File: src/sv/rgbprb_pkg.sv
`timescale 1ns / 1ps
// shared constants, types and helpers for the rgb16 image format probe
package rgbprb_pkg;

  localparam int MAX_BYTES    = 1048576;
  localparam int CNT_W        = $clog2(MAX_BYTES + 1);
  localparam int SCORE_WINDOW = 1000;
  localparam int SW_W         = $clog2(SCORE_WINDOW);

  localparam int HDR_W        = 16;
  localparam int WIDTH_W      = 10;
  localparam int HEIGHT_W     = 9;
  localparam int MAX_W        = 640;
  localparam int MAX_H        = 480;
  localparam int AREA_W       = WIDTH_W + HEIGHT_W;
  localparam int CMP_W        = (CNT_W > AREA_W) ? CNT_W : AREA_W;
  localparam int MIN_WORDS    = 16;

  localparam int NUM_GUESS    = 7;
  localparam int SPAN_W       = 10;
  localparam int QUOT_W       = 9;
  localparam int QUOT_SAT     = MAX_H + 1;
  localparam logic [WIDTH_W-1:0] GUESS_WIDTH [NUM_GUESS] =
    '{10'd320, 10'd256, 10'd240, 10'd160, 10'd128, 10'd80, 10'd64};

  localparam int FALLBACK_W     = 320;
  localparam int FALLBACK_H     = 240;
  localparam int FALLBACK_BYTES = FALLBACK_W * FALLBACK_H * 2;

  typedef enum logic [1:0] {
    FMT_RGB565   = 2'd0,
    FMT_RGBA8888 = 2'd1,
    FMT_RGB555   = 2'd2
  } fmt_t;

  typedef struct packed {
    logic [CNT_W-1:0]                   size;
    logic [HDR_W-1:0]                   hdr_w;
    logic [HDR_W-1:0]                   hdr_h;
    logic [SW_W-1:0]                    smooth_hdr;
    logic [SW_W-1:0]                    smooth_start;
    logic [NUM_GUESS-1:0]               hit;
    logic [NUM_GUESS-1:0][QUOT_W-1:0]   quot;
  } snap_t;

  function automatic logic [4:0] absd5(logic [4:0] a, logic [4:0] b);
    return (a > b) ? (a - b) : (b - a);
  endfunction

  function automatic logic [5:0] absd6(logic [5:0] a, logic [5:0] b);
    return (a > b) ? (a - b) : (b - a);
  endfunction

  function automatic logic is_smooth(logic [15:0] cur, logic [15:0] prev);
    return (absd5(cur[15:11], prev[15:11]) < 5'd4) &&
           (absd6(cur[10:5], prev[10:5]) < 6'd6) &&
           (absd5(cur[4:0], prev[4:0]) < 5'd4);
  endfunction

  function automatic logic [SW_W-1:0] win_den(logic [CNT_W-2:0] n);
    logic [SW_W-1:0] d;
    if (n < SCORE_WINDOW) d = n[SW_W-1:0] - 1'b1;
    else d = SW_W'(SCORE_WINDOW - 1);
    return d;
  endfunction

endpackage

File: src/sv/rgb16_image_format_probe_core.sv
`timescale 1ns / 1ps
// top level of the rgb16 image format probe
//
//  channel | signals                               | beat
//  --------+---------------------------------------+----------------------------
//  in      | in_valid in_stall data_byte last       | one file byte
//  out     | out_valid out_stall detected width     | one decision per file,
//          | height format                          | after the byte with last
//
// one byte a cycle while in_stall is low; every byte updates the counters as it is accepted
// a decision leaves through the snapshot register, then the result register
// bytes keep flowing while a result waits; input stalls only when both the
// snapshot and the result register are full and out_stall is high
// rst is synchronous and clears all counters and valid flags
module rgb16_image_format_probe_core (
  input  logic                            clk,
  input  logic                            rst,
  input  logic                            in_valid,
  output logic                            in_stall,
  input  logic [7:0]                      data_byte,
  input  logic                            last,
  output logic                            out_valid,
  input  logic                            out_stall,
  output logic                            detected,
  output logic [rgbprb_pkg::WIDTH_W-1:0]  width,
  output logic [rgbprb_pkg::HEIGHT_W-1:0] height,
  output logic [1:0]                      format
);
  import rgbprb_pkg::*;

  logic  snap_valid;
  logic  snap_ready;
  snap_t snap;

  rgbprb_accum u_accum (
    .clk        (clk),
    .rst        (rst),
    .in_valid   (in_valid),
    .in_stall   (in_stall),
    .data_byte  (data_byte),
    .last       (last),
    .snap_ready (snap_ready),
    .snap_valid (snap_valid),
    .snap       (snap)
  );

  rgbprb_decide u_decide (
    .clk        (clk),
    .rst        (rst),
    .snap_valid (snap_valid),
    .snap       (snap),
    .snap_ready (snap_ready),
    .out_valid  (out_valid),
    .out_stall  (out_stall),
    .detected   (detected),
    .width      (width),
    .height     (height),
    .format     (format)
  );

endmodule

File: src/sv/rgbprb_span.sv
`timescale 1ns / 1ps
// running remainder and height count of the byte total for one candidate width
module rgbprb_span (
  input  logic                          clk,
  input  logic                          rst,
  input  logic [rgbprb_pkg::SPAN_W-1:0] span,
  input  logic                          step,
  input  logic                          clear,
  output logic                          hit,
  output logic [rgbprb_pkg::QUOT_W-1:0] quot
);
  import rgbprb_pkg::*;

  logic [SPAN_W-1:0] rem;
  logic [SPAN_W-1:0] rem_next;
  logic [SPAN_W-1:0] rem_inc;
  logic [QUOT_W-1:0] rows;
  logic [QUOT_W-1:0] rows_next;
  logic              wrap;

  assign rem_inc = rem + 1'b1;
  assign wrap    = (rem_inc == span);

  always_comb begin
    rem_next  = rem;
    rows_next = rows;
    if (step) begin
      rem_next = wrap ? '0 : rem_inc;
      if (wrap && (rows != QUOT_W'(QUOT_SAT))) rows_next = rows + 1'b1;
    end
  end

  always_ff @(posedge clk) begin
    if (rst || clear) begin
      rem  <= '0;
      rows <= '0;
    end else begin
      rem  <= rem_next;
      rows <= rows_next;
    end
  end

  // counts as they stand after the current beat
  assign hit  = (rem_next == '0) && (rows_next != '0) && (rows_next <= QUOT_W'(MAX_H));
  assign quot = rows_next;

endmodule

File: src/sv/rgbprb_accum.sv
`timescale 1ns / 1ps
// per-byte header capture, smoothness counting and end-of-file snapshot
module rgbprb_accum (
  input  logic               clk,
  input  logic               rst,
  input  logic               in_valid,
  output logic               in_stall,
  input  logic [7:0]         data_byte,
  input  logic               last,
  input  logic               snap_ready,
  output logic               snap_valid,
  output rgbprb_pkg::snap_t  snap
);
  import rgbprb_pkg::*;

  logic [CNT_W-1:0]  byte_count;
  logic [CNT_W-1:0]  byte_count_next;
  logic [7:0]        low_byte_hold;
  logic [7:0]        low_byte_hold_next;
  logic [15:0]       previous_word;
  logic [15:0]       previous_word_next;
  logic [HDR_W-1:0]  header_width;
  logic [HDR_W-1:0]  header_width_next;
  logic [HDR_W-1:0]  header_height;
  logic [HDR_W-1:0]  header_height_next;
  logic [SW_W-1:0]   smooth_after_header;
  logic [SW_W-1:0]   smooth_after_header_next;
  logic [SW_W-1:0]   smooth_from_start;
  logic [SW_W-1:0]   smooth_from_start_next;

  logic              accept;
  logic              step;
  logic              done;
  logic [15:0]       word;
  logic [CNT_W-2:0]  k;
  logic              sm;
  logic [NUM_GUESS-1:0]             hit;
  logic [NUM_GUESS-1:0][QUOT_W-1:0] quot;

  assign in_stall = snap_valid && !snap_ready;
  assign accept   = in_valid && !in_stall;
  assign step     = accept && (byte_count < CNT_W'(MAX_BYTES));
  assign done     = accept && last;
  assign word     = {data_byte, low_byte_hold};
  assign k        = byte_count[CNT_W-1:1];
  assign sm       = is_smooth(word, previous_word);

  always_comb begin
    byte_count_next          = byte_count;
    low_byte_hold_next       = low_byte_hold;
    previous_word_next       = previous_word;
    header_width_next        = header_width;
    header_height_next       = header_height;
    smooth_after_header_next = smooth_after_header;
    smooth_from_start_next   = smooth_from_start;
    if (step) begin
      byte_count_next = byte_count + 1'b1;
      case (byte_count)
        CNT_W'(0): header_width_next  = {8'h00, data_byte};
        CNT_W'(1): header_width_next  = {data_byte, header_width[7:0]};
        CNT_W'(2): header_height_next = {8'h00, data_byte};
        CNT_W'(3): header_height_next = {data_byte, header_height[7:0]};
        default: ;
      endcase
      if (!byte_count[0]) begin
        low_byte_hold_next = data_byte;
      end else begin
        previous_word_next = word;
        if ((k != '0) && sm) begin
          if (k < SCORE_WINDOW) smooth_from_start_next = smooth_from_start + 1'b1;
          // window that opens after the header words
          if ((k >= 3) && (k < SCORE_WINDOW + 2)) begin
            smooth_after_header_next = smooth_after_header + 1'b1;
          end
        end
      end
    end
  end

  for (genvar i = 0; i < NUM_GUESS; i++) begin : g_span
    rgbprb_span u_span (
      .clk   (clk),
      .rst   (rst),
      .span  ({GUESS_WIDTH[i][SPAN_W-2:0], 1'b0}),
      .step  (step),
      .clear (done),
      .hit   (hit[i]),
      .quot  (quot[i])
    );
  end

  always_ff @(posedge clk) begin
    if (rst || done) begin
      byte_count          <= '0;
      low_byte_hold       <= '0;
      previous_word       <= '0;
      header_width        <= '0;
      header_height       <= '0;
      smooth_after_header <= '0;
      smooth_from_start   <= '0;
    end else begin
      byte_count          <= byte_count_next;
      low_byte_hold       <= low_byte_hold_next;
      previous_word       <= previous_word_next;
      header_width        <= header_width_next;
      header_height       <= header_height_next;
      smooth_after_header <= smooth_after_header_next;
      smooth_from_start   <= smooth_from_start_next;
    end
  end

  always_ff @(posedge clk) begin
    if (rst) begin
      snap_valid <= 1'b0;
    end else if (done) begin
      snap_valid <= 1'b1;
    end else if (snap_ready) begin
      snap_valid <= 1'b0;
    end
  end

  always_ff @(posedge clk) begin
    if (done) begin
      snap.size         <= byte_count_next;
      snap.hdr_w        <= header_width_next;
      snap.hdr_h        <= header_height_next;
      snap.smooth_hdr   <= smooth_after_header_next;
      snap.smooth_start <= smooth_from_start_next;
      snap.hit          <= hit;
      snap.quot         <= quot;
    end
  end

endmodule

File: src/sv/rgbprb_decide.sv
`timescale 1ns / 1ps
// format decision from the end-of-file snapshot and the result register
module rgbprb_decide (
  input  logic                             clk,
  input  logic                             rst,
  input  logic                             snap_valid,
  input  rgbprb_pkg::snap_t                snap,
  output logic                             snap_ready,
  output logic                             out_valid,
  input  logic                             out_stall,
  output logic                             detected,
  output logic [rgbprb_pkg::WIDTH_W-1:0]   width,
  output logic [rgbprb_pkg::HEIGHT_W-1:0]  height,
  output logic [1:0]                       format
);
  import rgbprb_pkg::*;

  logic [CNT_W-1:0]    size_m4;
  logic [CNT_W-2:0]    n16;
  logic [CNT_W-3:0]    n32;
  logic [CNT_W-2:0]    n_all;
  logic [AREA_W-1:0]   area;
  logic                big_enough;
  logic                hdr_ok;
  logic                hdr_565;
  logic                hdr_8888;
  logic                guess_good;
  logic                any_hit;
  logic [2:0]          sel;
  logic [SW_W-1:0]     den_hdr;
  logic [SW_W-1:0]     den_start;

  logic                det_next;
  logic [WIDTH_W-1:0]  width_next;
  logic [HEIGHT_W-1:0] height_next;
  fmt_t                format_next;

  assign size_m4    = snap.size - CNT_W'(4);
  assign n16        = size_m4[CNT_W-1:1];
  assign n32        = size_m4[CNT_W-1:2];
  assign n_all      = snap.size[CNT_W-1:1];
  assign big_enough = (snap.size >= CNT_W'(4));
  assign hdr_ok     = (snap.hdr_w != '0) && (snap.hdr_w <= HDR_W'(MAX_W)) &&
                      (snap.hdr_h != '0) && (snap.hdr_h <= HDR_W'(MAX_H));
  assign area       = AREA_W'(snap.hdr_w[WIDTH_W-1:0]) * AREA_W'(snap.hdr_h[HEIGHT_W-1:0]);
  assign den_hdr    = win_den(n16);
  assign den_start  = win_den(n_all);

  assign hdr_565  = hdr_ok && (CMP_W'(n16) == CMP_W'(area)) && (n16 >= MIN_WORDS) &&
                    ({snap.smooth_hdr, 1'b0} > {1'b0, den_hdr});
  assign hdr_8888 = hdr_ok && (CMP_W'(n32) == CMP_W'(area));

  // score above 0.6 as 5 * smooth > 3 * span
  assign guess_good = (n_all >= MIN_WORDS) &&
                      ((SW_W + 3)'(snap.smooth_start) * 3'd5 >
                       (SW_W + 3)'(den_start) * 3'd3);

  assign any_hit = |snap.hit;

  always_comb begin
    sel = 3'd0;
    for (int i = NUM_GUESS - 1; i >= 0; i--) begin
      if (snap.hit[i]) sel = 3'(i);
    end
  end

  always_comb begin
    det_next    = 1'b0;
    width_next  = '0;
    height_next = '0;
    format_next = FMT_RGB565;
    if (big_enough) begin
      if (hdr_565 || hdr_8888) begin
        det_next    = 1'b1;
        width_next  = snap.hdr_w[WIDTH_W-1:0];
        height_next = snap.hdr_h[HEIGHT_W-1:0];
        format_next = hdr_565 ? FMT_RGB565 : FMT_RGBA8888;
      end else if (any_hit) begin
        det_next    = 1'b1;
        width_next  = GUESS_WIDTH[sel];
        height_next = snap.quot[sel];
        format_next = guess_good ? FMT_RGB565 : FMT_RGB555;
      end else if (32'(snap.size) >= FALLBACK_BYTES) begin
        det_next    = 1'b1;
        width_next  = WIDTH_W'(FALLBACK_W);
        height_next = HEIGHT_W'(FALLBACK_H);
        format_next = FMT_RGB565;
      end
    end
  end

  assign snap_ready = !out_valid || !out_stall;

  always_ff @(posedge clk) begin
    if (rst) begin
      out_valid <= 1'b0;
    end else if (snap_valid && snap_ready) begin
      out_valid <= 1'b1;
    end else if (!out_stall) begin
      out_valid <= 1'b0;
    end
  end

  always_ff @(posedge clk) begin
    if (snap_valid && snap_ready) begin
      detected <= det_next;
      width    <= width_next;
      height   <= height_next;
      format   <= format_next;
    end
  end

endmodule

File: config.mk
export PLATFORM = sky130hd
export DESIGN_NAME = rgb16_image_format_probe_core
export DESIGN_NICKNAME = d
export VERILOG_FILES = /design/src/sv/rgbprb_pkg.sv /design/src/sv/rgb16_image_format_probe_core.sv /design/src/sv/rgbprb_span.sv /design/src/sv/rgbprb_accum.sv /design/src/sv/rgbprb_decide.sv
export SDC_FILE = /design/constraint.sdc
export NUM_CORES = 1
export LEC_CHECK = 0
export BUFFER_PORTS_ARGS = -buffer_cell sky130_fd_sc_hd__clkbuf_2
export CAP_MARGIN = 25
export CORE_MARGIN = 2
export CORE_UTILIZATION = 45
export DETAILED_ROUTE_END_ITERATION = 12
export SYNTH_ARGS = -nofsm -noshare
export SYNTH_HDL_FRONTEND = slang
export SYNTH_SLANG_ARGS = --single-unit
export TNS_END_PERCENT = 20
File: constraint.sdc
create_clock -name clk -period 8.4 [get_ports clk]
set_clock_uncertainty 0.2 [all_clocks]
set_input_delay 1.68 -clock clk [delete_from_list [all_inputs] [get_ports clk]]
set_output_delay 1.68 -clock clk [all_outputs]
set_load 0.02 [all_outputs]
Word-level counts from Yosys, hierarchy flattened. Memories as Yosys holds them, arrays and structs flattened. Cells that the tools add are included.

Mux-type cells: 74. Reductions and logical operators: 67. Equal/unequal tests: 20. Add/subtract/negate cells: 26. Bitwise logic cells: 2. Multipliers: 3. $lt $le $gt $ge: 29.

Operators by type and width (count): $mux 10 (28); $mux 9 (18); $add 10x1->10 const B (9); $lt 20x10->1 const B (4); $logic_not 10->1 (7); $pmux 16 s2 (2); $add 9x1->9 const B (7); $le 9x9->1 const B (7); $ne 9x9->1 const B (7); $reduce_bool 9->1 (7); $eq 21x2->1 const B (2); $ge 20x5->1 const B (2); $logic_and 1x1->1 (38); $mux 16 (2); $reduce_bool 16->1 (2); $eq 10x9->1 const B (3); $bmux 9 s3 (1); $add 21x1->21 const B (1); $eq 21x1->1 const B (1); $ge 21x18->1 const B (1); $ge 21x3->1 const B (1); $logic_not 21->1 (1); $lt 21x21->1 const B (1); $mux 21 (1); 37 further kinds (68).

Memories kept: 1. Output and inout bits: 24. Register bits: 397. ROM bits: 80. Logic and storage cells: 262. Input bits: 13.

Memories: (no name shown) (words 8, bits a word 10, read ports 1, clocked after memory_dff 0, wr ports 0, line rgbprb_decide.sv:80) `width_next = GUESS_WIDTH[sel];`.

Logic depth before layout (Yosys ltp). Gate-level depths: netlist of run 1.

Depth after elaboration: 13. Gate-level depth with buffers: 24.

Hierarchy. Synthesis of run 1 repeated with hierarchy kept, for this count alone.

Cells, all modules: 3157. Area, all modules: 28593.7 sq um.

Modules (own cells, without submodules): rgbprb_span (times used 7, cells each 211, area an instance 1612.8 sq um); rgbprb_accum (times used 1, cells each 794, area an instance 9838.2 sq um); rgbprb_decide (times used 1, cells each 886, area an instance 7465.9 sq um).

Worst setup path after synthesis of run 1. Ideal clock, no wire load.

Kind: register to register. Start: register u_accum.snap[98] (netlist name). End: register u_decide.width[4] (netlist bit), data pin. Path slack: 2.099 ns. Arrival time: 5.840 ns. Required time: 7.939 ns. Cell stages (with the launch flop): 18. Setup time: 0.261 ns. Clock period less this slack: 6.301 ns. Cells stage by stage: edfxtp_1 -> clkbuf_1 -> nand2_1 -> fa_1 -> fa_1 -> fa_1 -> fa_1 -> inv_1 -> ha_1 -> and2_1 -> a221oi_1 -> a21boi_0 -> o41ai_1 -> xnor3_1 -> or4_1 -> o22ai_2 -> buf_4 -> mux2i_1.

Word-level cells in the longest chain between the ends: 8. Elaborated cells between the ends (all ways): 13. Those cells by class: mul: 1; order compare: 1; eq/ne: 2; mux: 1; reduce/logical: 8.

Ends and longest elaborated chain: branches (longest 6 deep; another with $mul 10x9->19); $logic_or 1x1->1 (*) (line rgbprb_decide.sv:73) `if (hdr_565 || hdr_8888) begin`; $mux 10 (*) (line rgbprb_decide.sv:73); end signal: assignment (line rgbprb_decide.sv:107) `width <= width_next;`; end: declaration (line rgbprb_decide.sv:12) `output logic [rgbprb_pkg::WIDTH_W-1:0] width,`.

Mark *: on every way between the ends. A chain may end at the register's enable or synchronous reset.

Worst setup path after layout of run 1.
Start: register u_accum.snap[95] (netlist name). End: register u_decide.width[6] (netlist bit), data pin.

Word-level cells in the longest chain between the ends: 8. Elaborated cells between the ends (all ways): 13. Those cells by class: mul: 1; order compare: 1; eq/ne: 2; mux: 1; reduce/logical: 8.

Ends and longest elaborated chain (line): branches (longest 6 deep; another with $mul 10x9->19); $logic_or 1x1->1 (*) (rgbprb_decide.sv:73); $mux 10 (*) (rgbprb_decide.sv:73).

Marks and branches as above.

==> impl_metrics.ini, run 1 <==
[clock_network]
post_cts_resized = 0
cts-root-buf = clkbuf_16
hold_buffers = 0
cts_buffer_depth = 3
htreeDepth = 2
path_clk_slew_ps = 60
cts_tree = yes
cts_sinks = 397
cts_made_buffers = 44
cts_setup_buffers = 0
clock_latency_ps = 580

[timing]
fin_crit_ps = 7252
fin_ws_ps = 1148
hold_viol = 0
worst_slew_pin_slew_ps = 1002
slew_viol_final = 0
period_share_pct = 86.33
finalSetupViolCount = 0
fmax_mhz = 137.9
fin_tns_setup_ps = 0
rsz0062_at_grt = false
relSlewSlack_pct = 33.18

[floorplanning]
die-height_um = 244.7
die_w_um = 244.7
num_io_pins = 37
start_util_pct = 45.35
coreArea_mm2 = 0.05748
num_rows = 88
dieArea_mm2 = 0.05986

[synth]
synth_cell_types = 90
synth.most_common_cell = nand2_1
yosysTopAreaCell = edfxtp_1
syn_inst = 2879
synth_top_area_share_pct = 19.01
synth-edff-count = 165
synth-async-reset-ratio_pct = 0
avgSynthCellArea_um2 = 9.053
ys_seq_elements = 397
syn_nets = 3104
synth_commonest_cells = nand2_1 (252), dfxtp_1 (232), nor2_1 (226)
synth_ff_type = dfxtp_1
ys_seq_area_share_pct = 36.83
synth_warnings = 0
syn_area_mm2 = 0.02606
synth_area_leaders = edfxtp_1 (19%), dfxtp_1 (18%), ha_1 (7.2%), fa_1 (4.7%), xnor2_1 (4.1%)

[placement]
gp_congestion = 0.9692
place_ws_ps = 1145
io_buffers = 36
dpl.hpwl_mm = 46.33
dp_cells = 3536

[final_layout]
multi_input_area_mm2 = 0.01528
area_delta_synth_final_pct = 8.376
fillers = 5354
num_antenna_cells = 0
final_cell_count_no_fill = 3620
seqCellArea_mm2 = 0.009599
drive_gt1_share_pct = 5.639
finalNetCount = 3044

[pwr]
ir_worst_vdd_v = 0.0001375
powerDensity_mw_per_mm2 = 174.1
total_power_mw = 4.917
leakage_nw = 11.17

[drt]
drt_iter0_markers = 1007
via_per_inst = 5.629
dr.pass1.iters = 7
vias = 20378
wl_per_cell_um = 17.34
ant_nets = 0
drc = 0
postRouteWirelength_mm = 62.77

[setup_path]
crit_path_max_incr_delay_ps = 800
critical_path.max_fanout = 13
path_class = reg -> reg
cp_common_cell = fa_1
critPathSlowestCell = o22ai_2
crit_arrival_ps = 7330
path_cells = nand2_1 -> fa_1 -> fa_1 -> fa_1 -> fa_1 -> inv_1 -> ha_1 -> and2_1 -> a221oi_1 -> a21boi_0 -> o41ai_1 -> xnor3_1 -> or4_1 -> o22ai_2 -> mux2i_1
cp_data_required_time_ps = 8480
setup.worst_path.end_class = register
start_kind = register

[global_route]
grt_usage_pct = 21.02
grt_pass1_vias = 19928
grt_max_degree = 100
grt_pass1_wl_mm = 103.4
grt_overflow = 0
antenna_found_initial = 1

[job]
drv_cap = 0

[outcome]
status = finished clean

[min_path]
min_path_type = reg -> reg
kinds of logic (layout without fill, tap and decap cells):
logic type                 Yosys count  count (layout)  synth area share, %
adders and majority gates          212             212                11.93
xor gates and xnor gates           225             225                8.213
buffers and inverters              322             298                4.671
AOI/OAI and AO/OA                  489             489                12.29
and+or+nand+nor                   1166            1166                23.43
muxes                               68              68                2.635
DFF                                397             397                36.83
flip-flops by register name, indices dropped and copies added, names as in the netlist:
register,flops
u_decide.out_valid,1
u_accum.header_height,16
u_accum.previous_word,16
u_accum.snap_valid,1
u_accum.byte_count,21
u_accum.g_span.u_span.rem,70
u_decide.detected,1
u_decide.height,9
u_accum.header_width,16
u_decide.width,10
u_accum.smooth_after_header,10
u_accum.snap,143
u_accum.low_byte_hold,8
u_decide.format,2
u_accum.g_span.u_span.rows,63
u_accum.smooth_from_start,10
cells in the final DEF (no fill, tap or decap), types with 55 or more instances in the layout:
| master | Yosys | routed |
|---|---|---|
| nand3_1 | 102 | 102 |
| nor2_1 | 226 | 225 |
| and2_1 | 164 | 164 |
| edfxtp_1 | 165 | 165 |
| xnor2_1 | 122 | 122 |
| nand4_1 | 75 | 75 |
| dfxtp_1 | 232 | 232 |
| a21oi_1 | 127 | 127 |
| nor3_1 | 74 | 74 |
| fa_1 | 61 | 61 |
| o21ai_0 | 112 | 112 |
| inv_1 | 163 | 162 |
| xor2_1 | 91 | 91 |
| ha_1 | 151 | 151 |
| and3_1 | 55 | 55 |
| mux2i_1 | 63 | 63 |
| nand2_1 | 252 | 252 |
power breakdown:
part	switching, mW	internal (mW)
clock network	0.819	1.12
registers	0.0369	2.04
logic	0.523	0.381
total	1.38	3.54
metrics by stage:
stage,cell area (um2),utilization [%],hold WS [ps]
floorplan,26070,-,251.7
global placement,26740,46.53,268.3
detailed placement,26740,46.53,278.5
CTS,28200,49.06,294.4
global route,28250,49.15,324.2
finish,28250,49.15,292.6
area by class of cell:
cell class	instances	share of cell area, %
inverters	164	2.197
multi-input cells	2160	54.09
well taps	765	3.388
clock inverters	23	0.8681
flip-flops and latches	397	33.98
clock buffers	59	4.279
repair buffers	52	1.196
path summary, 6_finish.rpt:
| kind | start | endpoint | slack (ps) | cells after the start |
|---|---|---|---|---|
| min reg2reg | u_accum.snap_valid | u_decide.out_valid | 290 | 2 |
| min | u_accum.snap_valid | u_decide.out_valid | 290 | 2 |
| max | u_accum.snap[95] | u_decide.width[6] | 1150 | 15 |
| max reg2reg | u_accum.snap[95] | u_decide.width[6] | 1150 | 15 |
routing by layer:
metal	vias up	track usage, %	share of wire, %
li1	10114	-	-
met4	2	7.048	3.2
met5	-	0	0.021
met3	121	2.602	3.4
met2	413	36.29	48
met1	9728	27.21	45
worst max-delay path: cells and delay by family (launching register included):
| family | cells | cell delay, ps |
|---|---|---|
| adder cells (fa/ha/maj) | 5 | 2510 |
| AO/OA/AOI/OAI | 4 | 1980 |
| XOR/XNOR | 1 | 470 |
| flip-flops | 1 | 650 |
| multiplexers | 1 | 180 |
| buffers and inverters | 1 | 40 |
| AND/OR/NAND/NOR | 3 | 930 |
Power figures use the tool's default switching activity.
==> run 2, diff against run 1 <==
--- a/config.mk
+++ b/config.mk
@@ -9,6 +9,7 @@
 export CAP_MARGIN = 25
 export CORE_MARGIN = 2
 export CORE_UTILIZATION = 45
+export CTS_BUF_LIST = sky130_fd_sc_hd__clkbuf_4 sky130_fd_sc_hd__clkbuf_8
 export DETAILED_ROUTE_END_ITERATION = 12
 export SYNTH_ARGS = -nofsm -noshare
 export SYNTH_HDL_FRONTEND = slang
==> run 2 against run 1 <==
Effect of this change: worst hold slack got worse by 2.5 ps; clock-buffer cell count is 31 higher; sequential power about the same; register-to-register slack improved by 30 ps; global-route usage increased by 0.17 points; combinational power barely moved; largest power group unchanged; critical path type unchanged; non-clock buffer count unchanged.
==> impl_metrics.ini, run 2 (same netlist as run 1, synthesis figures left out) <==
[outcome]
status = finished clean

[clock_network]
cts_tree = yes
cts_setup_buffers = 0
post_cts_resized = 0
path_clk_slew_ps = 60
cts_sinks = 397
htreeDepth = 3
clock_latency_ps = 640
cts_made_buffers = 70
cts-root-buf = clkbuf_8
hold_buffers = 0
cts_buffer_depth = 3

[job]
drv_cap = 0

[placement]
io_buffers = 36
gp_congestion = 0.9692
dpl_cell_area_mm2 = 0.02674
dpl.hpwl_mm = 46.33
place_ws_ps = 1145

[timing]
worst_slew_pin_slew_ps = 989.9
relSlewSlack_pct = 34.01
fin_tns_setup_ps = 0
slew_viol_final = 0
fin_ws_ps = 1176
finalSetupViolCount = 0
fin_crit_ps = 7224
hold_viol = 0
rsz0062_at_grt = false
whs_ps = 290.1
period_share_pct = 86.00
fmax_mhz = 138.4

[floorplanning]
die-height_um = 244.7
die_w_um = 244.7
dieArea_mm2 = 0.05986
start_util_pct = 45.35
num_io_pins = 37
coreArea_mm2 = 0.05748
num_rows = 88

[pwr]
ir_worst_vdd_v = 0.0001695
p_int_mw = 3.529
powerDensity_mw_per_mm2 = 173.4
seqPwrFrac_pct = 42.3
p_switching_mw = 1.380
leakage_nw = 11.25
comb_power_share_pct = 18.4
swShare_pct = 28.11
pwr-share-clk_pct = 39.3

[drt]
wl_per_cell_um = 17.28
via_per_inst = 5.628
vias = 20639
drc = 0
dr.pass1.iters = 6
ant_nets = 0
drt_iter0_markers = 1115
postRouteWirelength_mm = 63.36

[setup_path]
setup.worst_path.end_class = register
start_kind = register
cp_num_buf_inv = 1
crit_arrival_ps = 7360
critPathTopFamily = adder cells
cp.depth = 15
path_cells = nand2_1 -> fa_1 -> fa_1 -> fa_1 -> fa_1 -> inv_1 -> ha_1 -> and2_1 -> a221oi_1 -> a21boi_0 -> o41ai_1 -> xnor3_1 -> or4_1 -> o22ai_2 -> mux2i_1
critPathSlowestCell = o22ai_2
cp_data_required_time_ps = 8540
path_class = reg -> reg
crit_path_max_incr_delay_ps = 790
cp_common_cell = fa_1
critical_path.max_fanout = 13
rr_worst_depth = 15

[final_layout]
final_common_cell = nand2_1
largestRegisters = u_accum.snap: 143 flops, u_accum.g_span.u_span.rem: 70 flops, u_accum.g_span.u_span.rows: 63 flops
area_delta_synth_final_pct = 8.583
largest_register_ffs = 143
layout_common_cells = nand2_1 (252), dfxtp_1 (232), nor2_1 (225)
top_register = u_accum.snap
finalNetCount = 3070
drive_gt1_share_pct = 7.204
final_area_mm2 = 0.02830
postLayoutCoreUtil_pct = 49.24

[global_route]
grt_max_degree = 100
grt_usage_pct = 21.19
grt_pass1_wl_mm = 103.7
grt_pass1_vias = 20134
antenna_found_initial = 2
grt_overflow = 0

[min_path]
min_path_type = reg -> reg
whs_path_depth = 2
run 2: cell count changes in the layout (fill, tap and decap cells not counted), moves of 2 or more:
cell	delta
clkbuf_8	+71
clkinv_1	+9
clkbuf_4	+16
clkbuf_1	-11
clkinv_4	-3
bufinv_16	+4
inv_6	-2
clkinv_2	+8
clkbuf_16	-45
run 2: metal layers:
metal  track usage (%)  share of wire (%)
met1             27.08                 45
met2             36.24                 48
met3             2.974                3.6
met4             8.178                3.0
met5                 0              0.021
run 2: worst paths after layout:
kind	startpoint	endpoint	slack, ps
worst max-delay path	u_accum.snap[95]	u_decide.width[8]	1180
worst min-delay path	u_accum.snap_valid	u_decide.out_valid	290
worst max register to register	u_accum.snap[95]	u_decide.width[8]	1180
worst min register to register	u_accum.snap_valid	u_decide.out_valid	290
run 2: power groups by stage:
stage	clock (mW)	sequential [mW]	combinational, mW
6_report	1.93	2.08	0.905
5_1_grt	2.08	2.08	1.01
4_1_cts	1.99	2.07	0.901
3_5_place_dp	0	2.12	0.895
3_3_place_gp	0	2.11	0.886
2_1_floorplan	0	2.10	0.701
run 2: through the flow:
step,power (mW),instances
floorplan,2.803,2879
global placement,3.000,3536
detailed placement,3.011,3536
CTS,4.969,3664
global route,5.166,3667
finish,4.909,3667
run 2: cell type report:
class	instances	area, um2
Clock buffer	90	1139
Inverter	164	620.6
Tap cell	765	957.2
Timing Repair Buffer	52	337.8
Clock inverter	38	366.6
Multi-Input combinational cell	2160	15280
Antenna cell	1	2.502
Fill cell	5345	29170
Sequential cell	397	9599
run 2: worst register-to-register path: stages, from the launching register on:
cell	delay [ps]
edfxtp_1	650
nand2_1	150
fa_1	590
fa_1	460
fa_1	520
fa_1	550
inv_1	40
ha_1	390
and2_1	240
a221oi_1	350
a21boi_0	210
o41ai_1	620
xnor3_1	460
or4_1	530
o22ai_2	790
mux2i_1	190
==> run 3, diff against run 2 <==
--- a/config.mk
+++ b/config.mk
@@ -5,6 +5,7 @@
 export SDC_FILE = /design/constraint.sdc
 export NUM_CORES = 1
 export LEC_CHECK = 0
+export ABC_AREA = 1
 export BUFFER_PORTS_ARGS = -buffer_cell sky130_fd_sc_hd__clkbuf_2
 export CAP_MARGIN = 25
 export CORE_MARGIN = 2
==> run 3 against run 2 <==
Effect of this change: total power is 7.9% higher; fmax up 24%; worst hold slack worse by 21 ps; die area grew 5.3%; sequential power about the same; routed wire length up 6.5%; design area increased by 6.0%.
==> impl_metrics.ini, run 3 <==
[outcome]
status = finished clean

[timing]
period_share_pct = 69.26
relSlewSlack_pct = 37.69
hold_viol = 0
finalSetupViolCount = 0
fmax_mhz = 171.9
fin_crit_ps = 5818
fin_tns_setup_ps = 0
rsz0062_at_grt = false
worst_slew_pin_slew_ps = 934.7
whs_ps = 269.1
slew_viol_final = 0

[placement]
dpl_cell_area_mm2 = 0.02838
gp_congestion = 0.9379
io_buffers = 36
dp_cells = 4675
dpl.hpwl_mm = 51.65

[clock_network]
cts_tree = yes
cts-root-buf = clkbuf_8
cts_sinks = 397
htreeDepth = 3
cts_setup_buffers = 0
cts_buffer_depth = 3
cts_made_buffers = 70
clock_latency_ps = 640
path_clk_slew_ps = 60
post_cts_resized = 0
hold_buffers = 0

[pwr]
comb_power_share_pct = 22.1
seqPwrFrac_pct = 39.8
leakage_nw = 14.08
swShare_pct = 31.05
p_int_mw = 3.652
pwr-share-clk_pct = 38.1
powerDensity_mw_per_mm2 = 176.7
ir_worst_vdd_v = 0.0001244
total_power_mw = 5.297
p_switching_mw = 1.645

[job]
drv_cap = 0

[final_layout]
largest_register_ffs = 143
drive_gt1_share_pct = 5.896
top_register = u_accum.snap
layout_common_cells = nand2_1 (1,097), inv_1 (608), nor2_1 (521)
final_cell_count_no_fill = 4802
fillers = 6151
largestRegisters = u_accum.snap: 143 flops, u_accum.g_span.u_span.rem: 70 flops, u_accum.g_span.u_span.rows: 63 flops
final_area_mm2 = 0.02999
num_antenna_cells = 0
finalNetCount = 4192
final_common_cell = nand2_1
area_delta_synth_final_pct = 9.145

[min_path]
worstHoldStart = u_accum.header_height[5]
min_path_type = reg -> reg

[setup_path]
critPathTopFamily = adder cells
crit_arrival_ps = 6000
cp_num_buf_inv = 1
cp_data_required_time_ps = 8580
path_cells = nand2_1 -> fa_1 -> fa_1 -> fa_1 -> fa_1 -> inv_1 -> ha_1 -> a21oi_1 -> nand2_1 -> nand2_1 -> nand2_1 -> nand2_1 -> nand2_1 -> nand2_1 -> nand2_1 -> nor2_1 -> nand2_1 -> nor2_1 -> nand3_2 -> nand2_1 -> nand2_1 -> nand2_1 -> nor2_1
cp_common_cell = nand2_1
path_class = reg -> reg
start_kind = register
critPathSlowestCell = edfxtp_1
startpoint = u_accum.snap[97]
crit_path_max_incr_delay_ps = 650
critical_path.max_fanout = 16
reg2reg_from = u_accum.snap[97]
setup.worst_path.end_class = register

[drt]
via_per_inst = 4.990
drc = 0
drt_iter0_markers = 1436
dr.pass1.iters = 7
ant_nets = 0
dr_wl_met2_mm = 31.91
wl_met3_mm = 2.703
postRouteWirelength_mm = 67.49
routed.top_layer = met4
wl_per_cell_um = 14.05
wl_met1_mm = 31.15
vias = 23964

[synth]
synth_warnings = 0
avgSynthCellArea_um2 = 6.980
synth-edff-count = 165
syn_inst = 3936
synth_ff_type = dfxtp_1
ys_seq_elements = 397
synth_top_area_share_pct = 18.03
synth.most_common_cell = nand2_1
syn_area_mm2 = 0.02747
synth_commonest_cells = nand2_1 (1,097), inv_1 (609), nor2_1 (524)
ys_seq_area_share_pct = 34.94
synth_cell_types = 56
syn_nets = 4161
synth-async-reset-ratio_pct = 0
synth_area_leaders = edfxtp_1 (18%), dfxtp_1 (17%), nand2_1 (15%), inv_1 (8.3%), nor2_1 (7.2%)
yosysTopAreaCell = edfxtp_1

[floorplanning]
num_io_pins = 37
dieArea_mm2 = 0.06305
die_w_um = 251.1
num_rows = 90
die-height_um = 251.1
start_util_pct = 45.52
coreArea_mm2 = 0.06036

[global_route]
grt_max_degree = 76
grt_overflow = 0
antenna_found_initial = 0
grt_usage_pct = 21.67
grt_pass1_vias = 22646
grt_pass1_wl_mm = 112.2
-- run 3: changes by cell type after synthesis, sizes merged, moves of 33 or more --
cell	delta
a22o	-33
clkbuf	-82
or3	-42
a21oi	+74
inv	+448
and3	-51
nor2	+332
xnor2	-97
nor4	-35
o21ai	-34
nand2	+858
nand3	+197
and2	-154
mux2i	-59
-- run 3: through the flow --
stage               util [%]  setup slack, ps
floorplan                  -             2037
global placement       46.97             2692
detailed placement     47.02             2666
CTS                    49.62             2625
global route           49.68             2123
finish                 49.68             2582
-- run 3: layer usage --
metal  up-vias  track usage [%]
li1      12595                -
met1     10823            27.99
met2       432            37.41
met3       114            3.023
met4         0            6.956
met5         -                0
-- run 3: worst min-delay path: stages, from the launching register on --
cell	delay [ps]
dfxtp_1	300
nand2_1	70
a21oi_1	60
-- run 3: layout make-up --
| type | count | area (um2) | share of cell area (%) |
|---|---|---|---|
| multi-input cells | 2835 | 15210 | 50.72 |
| flip-flops and latches | 397 | 9599 | 32.01 |
| inverters | 613 | 2302 | 7.678 |
| clock buffers | 96 | 1209 | 4.031 |
| well taps | 782 | 978.4 | 3.263 |
| clock inverters | 29 | 359.1 | 1.198 |
| repair buffers | 50 | 329.1 | 1.097 |
-- run 3: final timing paths --
path / to / slack (ps) / cells after the start
worst max-delay path: u_decide.height[6] / 2580 / 23
worst min-delay path: u_accum.header_height[5] / 270 / 2
worst max register to register: u_decide.height[6] / 2580 / 23
worst min register to register: u_accum.header_height[5] / 270 / 2
-- run 3: cell families after synthesis --
| logic type | Yosys count | share of synthesized area, % |
|---|---|---|
| and+or+nand+nor | 2191 | 34.27 |
| buffers and inverters | 704 | 9.787 |
| DFF | 397 | 34.94 |
| AOI/OAI and AO/OA | 337 | 6.640 |
| adders and majority gates | 212 | 11.32 |
| xor gates and xnor gates | 91 | 2.901 |
| muxes | 4 | 0.1457 |
-- run 3: power by group through the flow --
stage	logic (mW)	clock network (mW)	registers (mW)
floorplan	0.880	0	2.13
global placement	1.16	0	2.15
detailed placement	1.15	0	2.15
CTS	1.16	2.09	2.11
global route	1.34	2.16	2.11
finish	1.17	2.02	2.11
